<file path="src/exs_pkg.sv">
`default_nettype none

package exs_pkg;

   localparam int MaxRanks = 256;
   localparam int ReduceCells = 2;

   localparam logic [1:0] ALG_ONE_FACTOR = 2'd0;
   localparam logic [1:0] ALG_HYPERCUBE  = 2'd1;
   localparam logic [1:0] ALG_HANDSHAKE  = 2'd2;

   localparam logic [1:0] CSR_NUM_RANKS = 2'd0;
   localparam logic [1:0] CSR_ALGORITHM = 2'd1;

   typedef struct packed {
      logic [9:0] a;
      logic [9:0] b;
      logic [8:0] modulus;
      logic       error;
   } lane_type;

endpackage

`default_nettype wire

</file>
<file path="src/exs_req_if.sv">
`default_nettype none

interface exs_req_if;
   logic       valid;
   logic       ready;
   logic [7:0] round_index;
   logic [7:0] slot_index;

   modport source (output valid, output round_index, output slot_index, input ready);
   modport sink (input valid, input round_index, input slot_index, output ready);
endinterface

`default_nettype wire

</file>
<file path="src/exs_rsp_if.sv">
`default_nettype none

interface exs_rsp_if;
   logic       valid;
   logic       ready;
   logic [7:0] first_rank;
   logic [7:0] second_rank;
   logic       error;

   modport source (output valid, output first_rank, output second_rank, output error,
                   input ready);
   modport sink (input valid, input first_rank, input second_rank, input error,
                 output ready);
endinterface

`default_nettype wire

</file>
<file path="src/exs_prep.sv">
`default_nettype none

module exs_prep (
   input  wire logic              clock,
   input  wire logic              reset,
   input  wire logic [8:0]        num_ranks,
   input  wire logic [1:0]        algorithm,
   input  wire logic              in_valid,
   output logic                   in_ready,
   input  wire logic [7:0]        round_index,
   input  wire logic [7:0]        slot_index,
   output logic                   out_valid,
   input  wire logic              out_ready,
   output exs_pkg::lane_type      out_data
);

   logic              valid_ff;
   exs_pkg::lane_type data_ff;
   exs_pkg::lane_type data_in;

   logic [8:0] n9;
   logic [8:0] m9;
   logic [8:0] k9;
   logic [8:0] s9;
   logic [8:0] r9;
   logic [9:0] idle_sum;
   logic [8:0] idle9;
   logic       bad;

   assign n9 = num_ranks;
   assign m9 = num_ranks - 9'd1;
   assign k9 = {1'b0, round_index};
   assign s9 = {1'b0, slot_index};
   assign r9 = k9 - 9'd1;
   assign idle_sum = {1'b0, r9} + (r9[0] ? {1'b0, m9} : 10'd0);
   assign idle9 = idle_sum[9:1];

   assign bad = (n9 == 9'd0) || (n9 > 9'(exs_pkg::MaxRanks))
             || (algorithm > exs_pkg::ALG_HANDSHAKE)
             || (k9 >= n9) || (s9 >= n9)
             || ((algorithm == exs_pkg::ALG_HYPERCUBE) && ((n9 & m9) != 9'd0));

   always_comb begin
      data_in.a = 10'd0;
      data_in.b = 10'd0;
      data_in.modulus = n9;
      data_in.error = 1'b1;
      if (!bad) begin
         data_in.error = 1'b0;
         if ((algorithm == exs_pkg::ALG_ONE_FACTOR) && n9[0]) begin
            data_in.a = {1'b0, s9};
            data_in.b = {1'b0, k9} + 10'd1 + {1'b0, n9} - {1'b0, s9};
         end else if (k9 == 9'd0) begin
            data_in.a = {1'b0, s9};
            data_in.b = {1'b0, s9};
         end else begin
            case (algorithm)
               exs_pkg::ALG_ONE_FACTOR: begin
                  if (s9 == m9) begin
                     data_in.a = {1'b0, m9};
                     data_in.b = {1'b0, idle9};
                  end else if (s9 == idle9) begin
                     data_in.a = {1'b0, idle9};
                     data_in.b = {1'b0, m9};
                  end else begin
                     data_in.a = {1'b0, s9};
                     data_in.b = {1'b0, r9} + {1'b0, m9} - {1'b0, s9};
                     data_in.modulus = m9;
                  end
               end
               exs_pkg::ALG_HYPERCUBE: begin
                  data_in.a = {1'b0, s9};
                  data_in.b = {1'b0, s9 ^ k9};
               end
               default: begin
                  data_in.a = {1'b0, s9} + {1'b0, k9};
                  data_in.b = {1'b0, s9} + {1'b0, n9} - {1'b0, k9};
               end
            endcase
         end
      end
   end

   assign in_ready = !valid_ff || out_ready;
   assign out_valid = valid_ff;
   assign out_data = data_ff;

   always_ff @(posedge clock) begin
      if (reset) begin
         valid_ff <= 1'b0;
      end else if (in_ready) begin
         valid_ff <= in_valid;
      end
   end

   always_ff @(posedge clock) begin
      if (in_ready && in_valid) begin
         data_ff <= data_in;
      end
   end

endmodule

`default_nettype wire

</file>
<file path="src/exs_cell.sv">
`default_nettype none

module exs_cell (
   input  wire logic              clock,
   input  wire logic              reset,
   input  wire logic              in_valid,
   output logic                   in_ready,
   input  wire exs_pkg::lane_type in_data,
   output logic                   out_valid,
   input  wire logic              out_ready,
   output exs_pkg::lane_type      out_data
);

   logic              valid_ff;
   exs_pkg::lane_type data_ff;
   exs_pkg::lane_type data_in;

   always_comb begin
      data_in = in_data;
      if (in_data.a >= {1'b0, in_data.modulus}) begin
         data_in.a = in_data.a - {1'b0, in_data.modulus};
      end
      if (in_data.b >= {1'b0, in_data.modulus}) begin
         data_in.b = in_data.b - {1'b0, in_data.modulus};
      end
   end

   assign in_ready = !valid_ff || out_ready;
   assign out_valid = valid_ff;
   assign out_data = data_ff;

   always_ff @(posedge clock) begin
      if (reset) begin
         valid_ff <= 1'b0;
      end else if (in_ready) begin
         valid_ff <= in_valid;
      end
   end

   always_ff @(posedge clock) begin
      if (in_ready && in_valid) begin
         data_ff <= data_in;
      end
   end

endmodule

`default_nettype wire

</file>
<file path="src/exchange_schedule_partner_calc_unit.sv">
// Exchange schedule partner lookup.
// req_bus carries a word of round_index and slot_index; rsp_bus returns one word of
// first_rank, second_rank and error for every request word, in order.
// csr_write with csr_index 0 sets num_ranks, index 1 sets algorithm (0 one-factor,
// 1 hypercube, 2 flat handshake); other indexes are dropped. Write only while idle.
// A request passes a front stage that selects the raw pair and the modulus, then
// a row of two reduce cells, each taking one conditional subtract off both ranks.
// Three register stages (front stage, then each reduce cell) lead to rsp_bus; one word
// per cycle is taken and returned when the receiver keeps ready high.
// Reset clears the pipeline and sets num_ranks to 1 and algorithm to 0.
// When rsp_bus stalls, every stage holds its word; req_bus.ready falls once all
// three stages are full, and a word is never lost or repeated.
// Out-of-range round or slot, bad rank count or algorithm, or hypercube on a
// rank count that is not a power of two returns error with zero ranks.
`default_nettype none

module exchange_schedule_partner_calc_unit (
   input  wire logic       clock,
   input  wire logic       reset,
   exs_req_if.sink         req_bus,
   exs_rsp_if.source       rsp_bus,
   input  wire logic       csr_write,
   input  wire logic [1:0] csr_index,
   input  wire logic [8:0] csr_data
);

   localparam int Cells = exs_pkg::ReduceCells;

   logic [8:0] num_ranks_ff;
   logic [1:0] algorithm_ff;

   logic              chain_valid [Cells+1];
   logic              chain_ready [Cells+1];
   exs_pkg::lane_type chain_data  [Cells+1];

   always_ff @(posedge clock) begin
      if (reset) begin
         num_ranks_ff <= 9'd1;
         algorithm_ff <= exs_pkg::ALG_ONE_FACTOR;
      end else if (csr_write) begin
         if (csr_index == exs_pkg::CSR_NUM_RANKS) begin
            num_ranks_ff <= csr_data;
         end else if (csr_index == exs_pkg::CSR_ALGORITHM) begin
            algorithm_ff <= csr_data[1:0];
         end
      end
   end

   exs_prep u_prep (
      .clock       (clock),
      .reset       (reset),
      .num_ranks   (num_ranks_ff),
      .algorithm   (algorithm_ff),
      .in_valid    (req_bus.valid),
      .in_ready    (req_bus.ready),
      .round_index (req_bus.round_index),
      .slot_index  (req_bus.slot_index),
      .out_valid   (chain_valid[0]),
      .out_ready   (chain_ready[0]),
      .out_data    (chain_data[0])
   );

   for (genvar i = 0; i < Cells; i++) begin : g_cell
      exs_cell u_cell (
         .clock     (clock),
         .reset     (reset),
         .in_valid  (chain_valid[i]),
         .in_ready  (chain_ready[i]),
         .in_data   (chain_data[i]),
         .out_valid (chain_valid[i+1]),
         .out_ready (chain_ready[i+1]),
         .out_data  (chain_data[i+1])
      );
   end

   assign rsp_bus.valid = chain_valid[Cells];
   assign chain_ready[Cells] = rsp_bus.ready;
   assign rsp_bus.first_rank = chain_data[Cells].a[7:0];
   assign rsp_bus.second_rank = chain_data[Cells].b[7:0];
   assign rsp_bus.error = chain_data[Cells].error;

   a_reduced: assert property (@(posedge clock) disable iff (reset)
      chain_valid[Cells] && !chain_data[Cells].error |->
         (chain_data[Cells].a < {1'b0, chain_data[Cells].modulus})
         && (chain_data[Cells].b < {1'b0, chain_data[Cells].modulus}))
      else $error("response rank not reduced below modulus");

   a_error_zero: assert property (@(posedge clock) disable iff (reset)
      rsp_bus.valid && rsp_bus.error |->
         (rsp_bus.first_rank == 8'd0) && (rsp_bus.second_rank == 8'd0))
      else $error("error response carries nonzero ranks");

   a_front_stall: assert property (@(posedge clock) disable iff (reset)
      chain_valid[0] && !chain_ready[0] |=> chain_valid[0])
      else $error("front stage dropped a held word");

endmodule

`default_nettype wire
</file>
<file path="src/flat_wrapper.sv">
// flat-port wrapper written by rule: the top's interface ports become plain ports
module exchange_schedule_partner_calc_unit_flat 
  (clock, reset, csr_write, csr_index, csr_data, req_bus_valid, req_bus_round_index, req_bus_slot_index, req_bus_ready, rsp_bus_valid, rsp_bus_first_rank, rsp_bus_second_rank, rsp_bus_error, rsp_bus_ready);
  exs_req_if req_bus_i ();
  exs_rsp_if rsp_bus_i ();
  input  wire logic clock;
  input  wire logic reset;
  input  wire logic csr_write;
  input  wire logic [1:0] csr_index;
  input  wire logic [8:0] csr_data;
  input wire logic [$bits(req_bus_i.valid)-1:0] req_bus_valid;
  input wire logic [$bits(req_bus_i.round_index)-1:0] req_bus_round_index;
  input wire logic [$bits(req_bus_i.slot_index)-1:0] req_bus_slot_index;
  output wire logic [$bits(req_bus_i.ready)-1:0] req_bus_ready;
  output wire logic [$bits(rsp_bus_i.valid)-1:0] rsp_bus_valid;
  output wire logic [$bits(rsp_bus_i.first_rank)-1:0] rsp_bus_first_rank;
  output wire logic [$bits(rsp_bus_i.second_rank)-1:0] rsp_bus_second_rank;
  output wire logic [$bits(rsp_bus_i.error)-1:0] rsp_bus_error;
  input wire logic [$bits(rsp_bus_i.ready)-1:0] rsp_bus_ready;
  assign req_bus_i.valid = req_bus_valid;
  assign req_bus_i.round_index = req_bus_round_index;
  assign req_bus_i.slot_index = req_bus_slot_index;
  assign req_bus_ready = req_bus_i.ready;
  assign rsp_bus_valid = rsp_bus_i.valid;
  assign rsp_bus_first_rank = rsp_bus_i.first_rank;
  assign rsp_bus_second_rank = rsp_bus_i.second_rank;
  assign rsp_bus_error = rsp_bus_i.error;
  assign rsp_bus_i.ready = rsp_bus_ready;
  exchange_schedule_partner_calc_unit u_core (.clock(clock), .reset(reset), .req_bus(req_bus_i), .rsp_bus(rsp_bus_i), .csr_write(csr_write), .csr_index(csr_index), .csr_data(csr_data));
endmodule
</file>
<file path="config.mk">
export PLATFORM = sky130hd
export DESIGN_NAME = exchange_schedule_partner_calc_unit_flat
export DESIGN_NICKNAME = d
export VERILOG_FILES = /design/src/exs_pkg.sv /design/src/exs_req_if.sv /design/src/exs_rsp_if.sv /design/src/exs_prep.sv /design/src/exs_cell.sv /design/src/exchange_schedule_partner_calc_unit.sv /design/src/flat_wrapper.sv
export SDC_FILE = /design/constraint.sdc
export NUM_CORES = 1
export LEC_CHECK = 0
export BUFFER_PORTS_ARGS = -buffer_cell sky130_fd_sc_hd__buf_2
export CORE_MARGIN = 2
export CORE_UTILIZATION = 45
export CTS_BUF_LIST = sky130_fd_sc_hd__clkbuf_2 sky130_fd_sc_hd__clkbuf_4 sky130_fd_sc_hd__clkbuf_8
export CTS_CLUSTER_DIAMETER = 200
export CTS_CLUSTER_SIZE = 10
export DETAILED_ROUTE_END_ITERATION = 6
export SETUP_SLACK_MARGIN = 0.4
export SYNTH_ARGS = -nofsm -noshare
export SYNTH_HDL_FRONTEND = slang
export SYNTH_SLANG_ARGS = --single-unit
export TNS_END_PERCENT = 50
</file>
<file path="constraint.sdc">
create_clock -name clock -period 3.75 [get_ports clock]
set_input_delay 0.375 -clock clock [delete_from_list [all_inputs] [get_ports clock]]
set_output_delay 0.375 -clock clock [all_outputs]
set_load 0.01 [all_outputs]
</file>
==> results of run 1 <==
[cell type report]
type | instances | area [um^2] | share of cell area (%)
Multi-Input combinational cell | 747 | 6270 | 58.2
Sequential cell | 90 | 2570 | 23.8
Timing Repair Buffer | 136 | 945 | 8.76
Inverter | 119 | 454 | 4.21
Tap cell | 270 | 338 | 3.13
Clock buffer | 11 | 145 | 1.35
Clock inverter | 5 | 61.3 | 0.569
[placed cells by master, fill, tap and decap left out, types with 5 or more instances in the layout]
cell | Yosys | routed
nor3_1 | 19 | 17
nor2_1 | 107 | 101
ha_4 | 0 | 9
edfxtp_1 | 76 | 76
inv_1 | 118 | 114
o31ai_1 | 10 | 9
ha_1 | 123 | 112
dfxtp_1 | 14 | 11
nand2_1 | 42 | 38
clkbuf_8 | 0 | 10
a21o_1 | 24 | 24
nand4_1 | 9 | 9
o22ai_1 | 13 | 13
nand3_1 | 13 | 11
a211o_1 | 6 | 6
buf_2 | 0 | 50
mux2i_1 | 20 | 19
buf_4 | 17 | 81
xnor2_1 | 44 | 43
o21a_1 | 10 | 9
a211oi_1 | 11 | 5
xor2_1 | 25 | 25
nor2_4 | 0 | 5
a211oi_2 | 0 | 6
o21ai_0 | 48 | 44
mux2_2 | 13 | 13
a22oi_1 | 8 | 8
nor2b_1 | 17 | 17
nand2b_1 | 17 | 16
fa_1 | 30 | 29
a21oi_1 | 67 | 65
[per-layer routing]
metal  track usage [%]  vias to the layer above  share of wire, %
li1                  -                     3690                 -
met1              29.9                     3533                42
met2              43.4                      201                49
met3              2.66                       69               3.6
met4              11.8                        0               5.3
met5                 0                        -                 0
[what timing repair did]
item,4_1_cts,5_1_grt
pin swaps,3,37
endpoints found under the setup margin,26,27
resized for setup,15,46
hold buffers,0,0
cloned,1,1
setup buffers,2,9
[per-stage QoR]
step / utilization [%] / setup WS, ns / std cells / TNS, ns / cell area (um^2)
floorplan: - / 0.169 / 995 / 0 / 9250
global placement: 50.9 / -0.0341 / 1349 / -0.285 / 10200
detailed placement: 50.9 / -0.115 / 1349 / -0.726 / 10200
CTS: 52.4 / 0.0805 / 1368 / 0 / 10500
global route: 53.8 / -0.0942 / 1378 / -0.856 / 10800
finish: 53.8 / 0.0344 / 1378 / 0 / 10800
[final timing paths]
kind,from,end,slack (ns)
worst min register to register,u_core.g_cell[0].u_cell.out_data[0],u_core.g_cell[1].u_cell.out_data[0],0.43
worst max-delay path,u_core.num_ranks_ff[1],u_core.u_prep.out_data[7],0.03
worst max register to register,u_core.num_ranks_ff[1],u_core.u_prep.out_data[7],0.03
worst min-delay path,csr_data[4],u_core.num_ranks_ff[4],0.21
[worst min-delay path, stage by stage]
cell and delay [ns]:
buf_2 0.07, a21oi_1 0.05, nor2_1 0.07
[state kept, by name, indices dropped and copies added, names as in the netlist]
name	count
u_core.g_cell.u_cell.out_valid	2
u_core.u_prep.out_valid	1
u_core.algorithm_ff	2
u_core.num_ranks_ff	9
u_core.g_cell.u_cell.out_data	47
u_core.u_prep.out_data	29
[cell families (layout without fill, tap and decap cells)]
kind of cell	Yosys count	after routing	synth area share [%]
and+or+nand+nor	245	246	12.7
AOI/OAI and AO/OA	244	244	17.4
buffers and inverters	159	271	7.34
adders and majority gates	153	153	23.5
DFF	90	90	28.1
xor gates and xnor gates	71	71	7.15
muxes	33	33	3.81
[synth_stat cells (all sizes together), types with 14 or more instances]
| library cell | instances |
|---|---|
| a21o | 24 |
| o21ai | 50 |
| a21oi | 67 |
| edfxtp | 76 |
| clkbuf | 21 |
| nand2b | 17 |
| buf | 19 |
| nor3 | 19 |
| nor2 | 107 |
| xnor2 | 44 |
| mux2i | 20 |
| fa | 30 |
| xor2 | 25 |
| inv | 118 |
| nor2b | 17 |
| dfxtp | 14 |
| nand2 | 43 |
| ha | 123 |
[where the power goes]
| part | leakage, nW | switching [mW] | total (mW) | internal, mW |
|---|---|---|---|---|
| Sequential | 0.846 | 0.0358 | 1.21 | 1.17 |
| Clock | 0.0956 | 0.368 | 0.704 | 0.336 |
| Combinational | 3.93 | 0.837 | 1.51 | 0.670 |
| Total | 4.87 | 1.24 | 3.42 | 2.18 |
==> impl_metrics.json, run 1 <==
{
  "slew_headroom_pct": 26.4,
  "drive_gt1_share_pct": 21.3,
  "min_path_cells": 3,
  "synth_warnings": 0,
  "fillers": 1911,
  "dr.pass1.iters": 5,
  "critPathBufInv": 5,
  "drt-vias-per-instance": 5.44,
  "diodes": 0,
  "synth_edf_count": 76,
  "critical-path-top-delay-family": "compound AO/OA/AOI/OAI gates",
  "fp.dieW_um": 146,
  "cts_tree": "done",
  "cts-buffers-inserted": 9,
  "synthCells": 995,
  "cp_slowest_cell": "o41ai_4",
  "power_density_mw_per_mm2": 317,
  "ios": 51,
  "cts.sinks": 90,
  "critPathMostFrequentCell": "ha_4",
  "cts_buffer_depth": 2,
  "ys_ff_latch": 90,
  "grt_max_degree": 31,
  "worst-slew-pin-transition_ns": 1.10,
  "cp.required_ns": 3.86,
  "clockRootBuffer": "clkbuf_8",
  "drtIter0Drc": 503,
  "core_mm2": 0.0200,
  "synth_top_area_share_pct": 25.1,
  "status": "finished, final reports clean",
  "place.gp.congestion": 0.933,
  "async_flop_share_pct": 0,
  "hold_viol": 0,
  "row_count": 52,
  "port_buffers": 50,
  "clk_pin_slew_worst_paths_ns": 0.10,
  "ys_top_cells_by_area": "edfxtp_1 (25%), ha_1 (17%), fa_1 (6.6%), inv_1 (4.9%), nor2_1 (4.4%)",
  "syn-num-nets": 1180,
  "wl_per_cell_um": 18.8,
  "first_global_vias": 7448,
  "totalPowerFinal_mw": 3.42,
  "grt_overflow": 0,
  "hpwl_um": 20900,
  "ir_drop_uv": 140,
  "synth_area_mm2": 0.00910,
  "ant_nets": 0,
  "crit_chain": "inv_4 -> ha_4 -> inv_2 -> ha_4 -> nor2_4 -> ha_4 -> a211oi_2 -> nor3b_1 -> o21a_2 -> o41ai_4 -> mux2i_2 -> nor4_4 -> buf_4 -> buf_12 -> buf_8 -> nor3_4 -> nand2_4 -> mux2i_1",
  "grt_use_total_pct": 24.5,
  "max_freq_mhz": 269,
  "drv_cap": 0,
  "die_h_um": 146,
  "skew_ns": 0.0190,
  "p_leak_nw": 4.87,
  "cp_max_fo": 6,
  "critPathLaunchType": "flip-flop",
  "fin_crit_ns": 3.72,
  "min_period_over_period_pct": 99.1,
  "end_kind": "flip-flop",
  "drc": 0,
  "path_class": "flip-flop to flip-flop",
  "drt-total-wl_um": 25900,
  "hp-class": "primary input to flip-flop",
  "crit_path_max_incr_delay_ns": 0.37,
  "r2r_cells": 18,
  "ys_types": 69,
  "synth_area_leader_cell": "edfxtp_1",
  "insertion_delay_ns": 0.38,
  "setup_viol": 0,
  "die_area_mm2": 0.0214,
  "syn_avg_cell_area_um2": 9.15,
  "rsz0062_at_grt": "yes",
  "area_growth_pct": 18.5,
  "antenna_found_initial": 0,
  "via_count": 7493,
  "slew_viol_final": 0,
  "htree_levels": 3,
  "fin_hold_ws_ns": 0.210,
  "critPathArrivalTime_ns": 3.83,
  "grt_first_pass_wirelength_um": 40500,
  "ys_seq_area_share_pct": 28.1,
  "path_depth": 18,
  "initial_core_util_pct": 45.4,
  "synth_flop_cell": "edfxtp_1",
  "final_nets": 1288
}
Note: power is estimated with default switching activity, not from simulation.
==> inputs of run 2 (changes only) <==
--- a/config.mk
+++ b/config.mk
@@ -12,6 +12,7 @@
 export CTS_CLUSTER_DIAMETER = 200
 export CTS_CLUSTER_SIZE = 10
 export DETAILED_ROUTE_END_ITERATION = 6
+export PLACE_DENSITY_LB_ADDON = 0.08
 export SETUP_SLACK_MARGIN = 0.4
 export SYNTH_ARGS = -nofsm -noshare
 export SYNTH_HDL_FRONTEND = slang
==> run 2 against run 1 <==
Sequential share of layout area rose by 0.11 points. Register-to-register slack worse by 0.02 ns. Die area is the same. Sequential cell count unchanged. Critical endpoint is now u_core.u_prep.out_data[6].
==> impl_metrics.json, run 2 (synthesis gave the netlist of run 1 again) <==
{
  "min_path_cells": 3,
  "hold_viol": 0,
  "drtIter0Drc": 441,
  "final_nets": 1286,
  "switching_share_pct": 36.8,
  "diodes": 0,
  "htree_levels": 3,
  "clkPwrFrac_pct": 20.8,
  "combPwrFrac_pct": 43.7,
  "cp_max_fo": 8,
  "cts.sinks": 90,
  "power_switching_mw": 1.25,
  "fillers": 1930,
  "skew_ns": 0.0145,
  "cts_tree": "done",
  "dpl.cell_count": 1342,
  "worst-slew-pin-transition_ns": 1.10,
  "status": "finished, final reports clean",
  "cts_buffer_depth": 2,
  "internal_power_mw": 2.15,
  "critPathArrivalTime_ns": 3.86,
  "max_freq_mhz": 268,
  "first_global_vias": 7132,
  "fin_ws_ns": 0.0141,
  "slew_viol_final": 0,
  "fin_crit_ns": 3.74,
  "dr.pass1.iters": 7,
  "cts-buffers-inserted": 9,
  "fp.dieW_um": 146,
  "largest_reg_flops": 47,
  "ios": 51,
  "grt_overflow": 0,
  "setup_viol": 0,
  "row_count": 52,
  "insertion_delay_ns": 0.38,
  "multiInputGateArea_mm2": 0.00627,
  "min_period_over_period_pct": 99.6,
  "slew_headroom_pct": 26.2,
  "drt-total-wl_um": 26000,
  "antenna_found_initial": 0,
  "drc": 0,
  "grt_max_degree": 31,
  "final_cell_area_mm2": 0.0107,
  "grt_use_total_pct": 24.4,
  "r2r_cells": 18,
  "die_h_um": 146,
  "power_density_mw_per_mm2": 317,
  "place.gp.congestion": 0.954,
  "placedInstanceArea_mm2": 0.0101,
  "drv_cap": 0,
  "clk_pin_slew_worst_paths_ns": 0.10,
  "port_buffers": 50,
  "dpl_worst_slack_ns": -0.148,
  "die_area_mm2": 0.0214,
  "cp.required_ns": 3.87,
  "via_count": 7439,
  "path_class": "flip-flop to flip-flop",
  "hp-class": "primary input to flip-flop",
  "initial_core_util_pct": 45.4,
  "ant_nets": 0,
  "wl_per_cell_um": 18.9,
  "drive_gt1_share_pct": 21.7,
  "fin_hold_ws_ns": 0.213,
  "regArea_mm2": 0.00257,
  "layout_common_cells": "inv_1 (114), ha_1 (112), nor2_1 (100)",
  "area_growth_pct": 18.0,
  "layout_commonest_cell": "inv_1",
  "drt-vias-per-instance": 5.41,
  "core_mm2": 0.0200,
  "hpwl_um": 21100,
  "seqPwrFrac_pct": 35.5,
  "grt_first_pass_wirelength_um": 39900,
  "end_kind": "flip-flop",
  "ir_drop_uv": 136,
  "critPathLaunchType": "flip-flop",
  "layout.cells.non_filler": 1376,
  "p_leak_nw": 4.83,
  "clockRootBuffer": "clkbuf_8",
  "rsz0062_at_grt": "yes"
}
## run 2: cell types whose count changed in the layout (fill, tap and decap cells not counted), moves of 3 or more
cell     before  now
o31ai_2       1    7
a21oi_2       0    3
nor2_2        1    5
o31ai_1       9    3
nor2_4        5    2
## run 2: worst paths after layout
path	to	slack, ns	start
max	u_core.u_prep.out_data[6]	0.01	u_core.num_ranks_ff[1]
min	u_core.num_ranks_ff[7]	0.21	csr_data[7]
max reg2reg	u_core.u_prep.out_data[6]	0.01	u_core.num_ranks_ff[1]
min reg2reg	u_core.g_cell[1].u_cell.out_data[0]	0.43	u_core.g_cell[0].u_cell.out_data[0]
## run 2: through the flow
step                      util, %  setup TNS, ns  power [mW]
after CTS                    52.0              0        3.36
final                        53.6              0        3.40
after detailed placement     50.6         -0.226        2.63
after floorplan                 -              0        2.24
after global placement       50.6         -0.110        2.62
after global routing         53.6          -1.43        3.64
## run 2: power by group through the flow
stage	Clock, mW	Combinational (mW)	Sequential, mW
after global routing	0.770	1.65	1.22
after detailed placement	0	1.40	1.23
after global placement	0	1.39	1.23
after floorplan	0	1.02	1.22
final	0.707	1.49	1.21
after CTS	0.732	1.42	1.21
## run 2: worst max-delay path, stage by stage (launching register included)
cell	delay, ns
dfxtp_2	0.35
inv_4	0.08
ha_4	0.15
inv_2	0.04
ha_4	0.28
nor2_2	0.04
ha_2	0.21
a211oi_2	0.27
nor3b_2	0.09
o21a_2	0.25
o41ai_4	0.35
mux2i_2	0.32
nor4_4	0.07
buf_4	0.16
buf_12	0.14
buf_6	0.11
nor3_4	0.26
nand2_2	0.15
mux2i_1	0.14
## run 2: timing repair
action,CTS,global route
setup buffers,3,12
pin swaps,2,35
gates resized for setup,11,48
cloned,1,2
endpoints found under the setup margin,26,26
hold buffers,0,0
## run 2: routing by layer
layer / share of wire (%) / track usage (%) / vias up
li1: - / - / 3709
met1: 42 / 30.0 / 3464
met2: 50 / 42.8 / 207
met3: 3.5 / 3.00 / 59
met4: 4.9 / 11.6 / 0
met5: 0 / 0 / -
## run 2: area by class of cell
type / count / share of cell area [%]
multi-input combinational: 748 / 58.3
sequential: 90 / 23.9
timing repair buffer: 133 / 8.48
inverter: 119 / 4.23
tap: 270 / 3.14
clock buffer: 9 / 1.15
clock inverter: 7 / 0.768
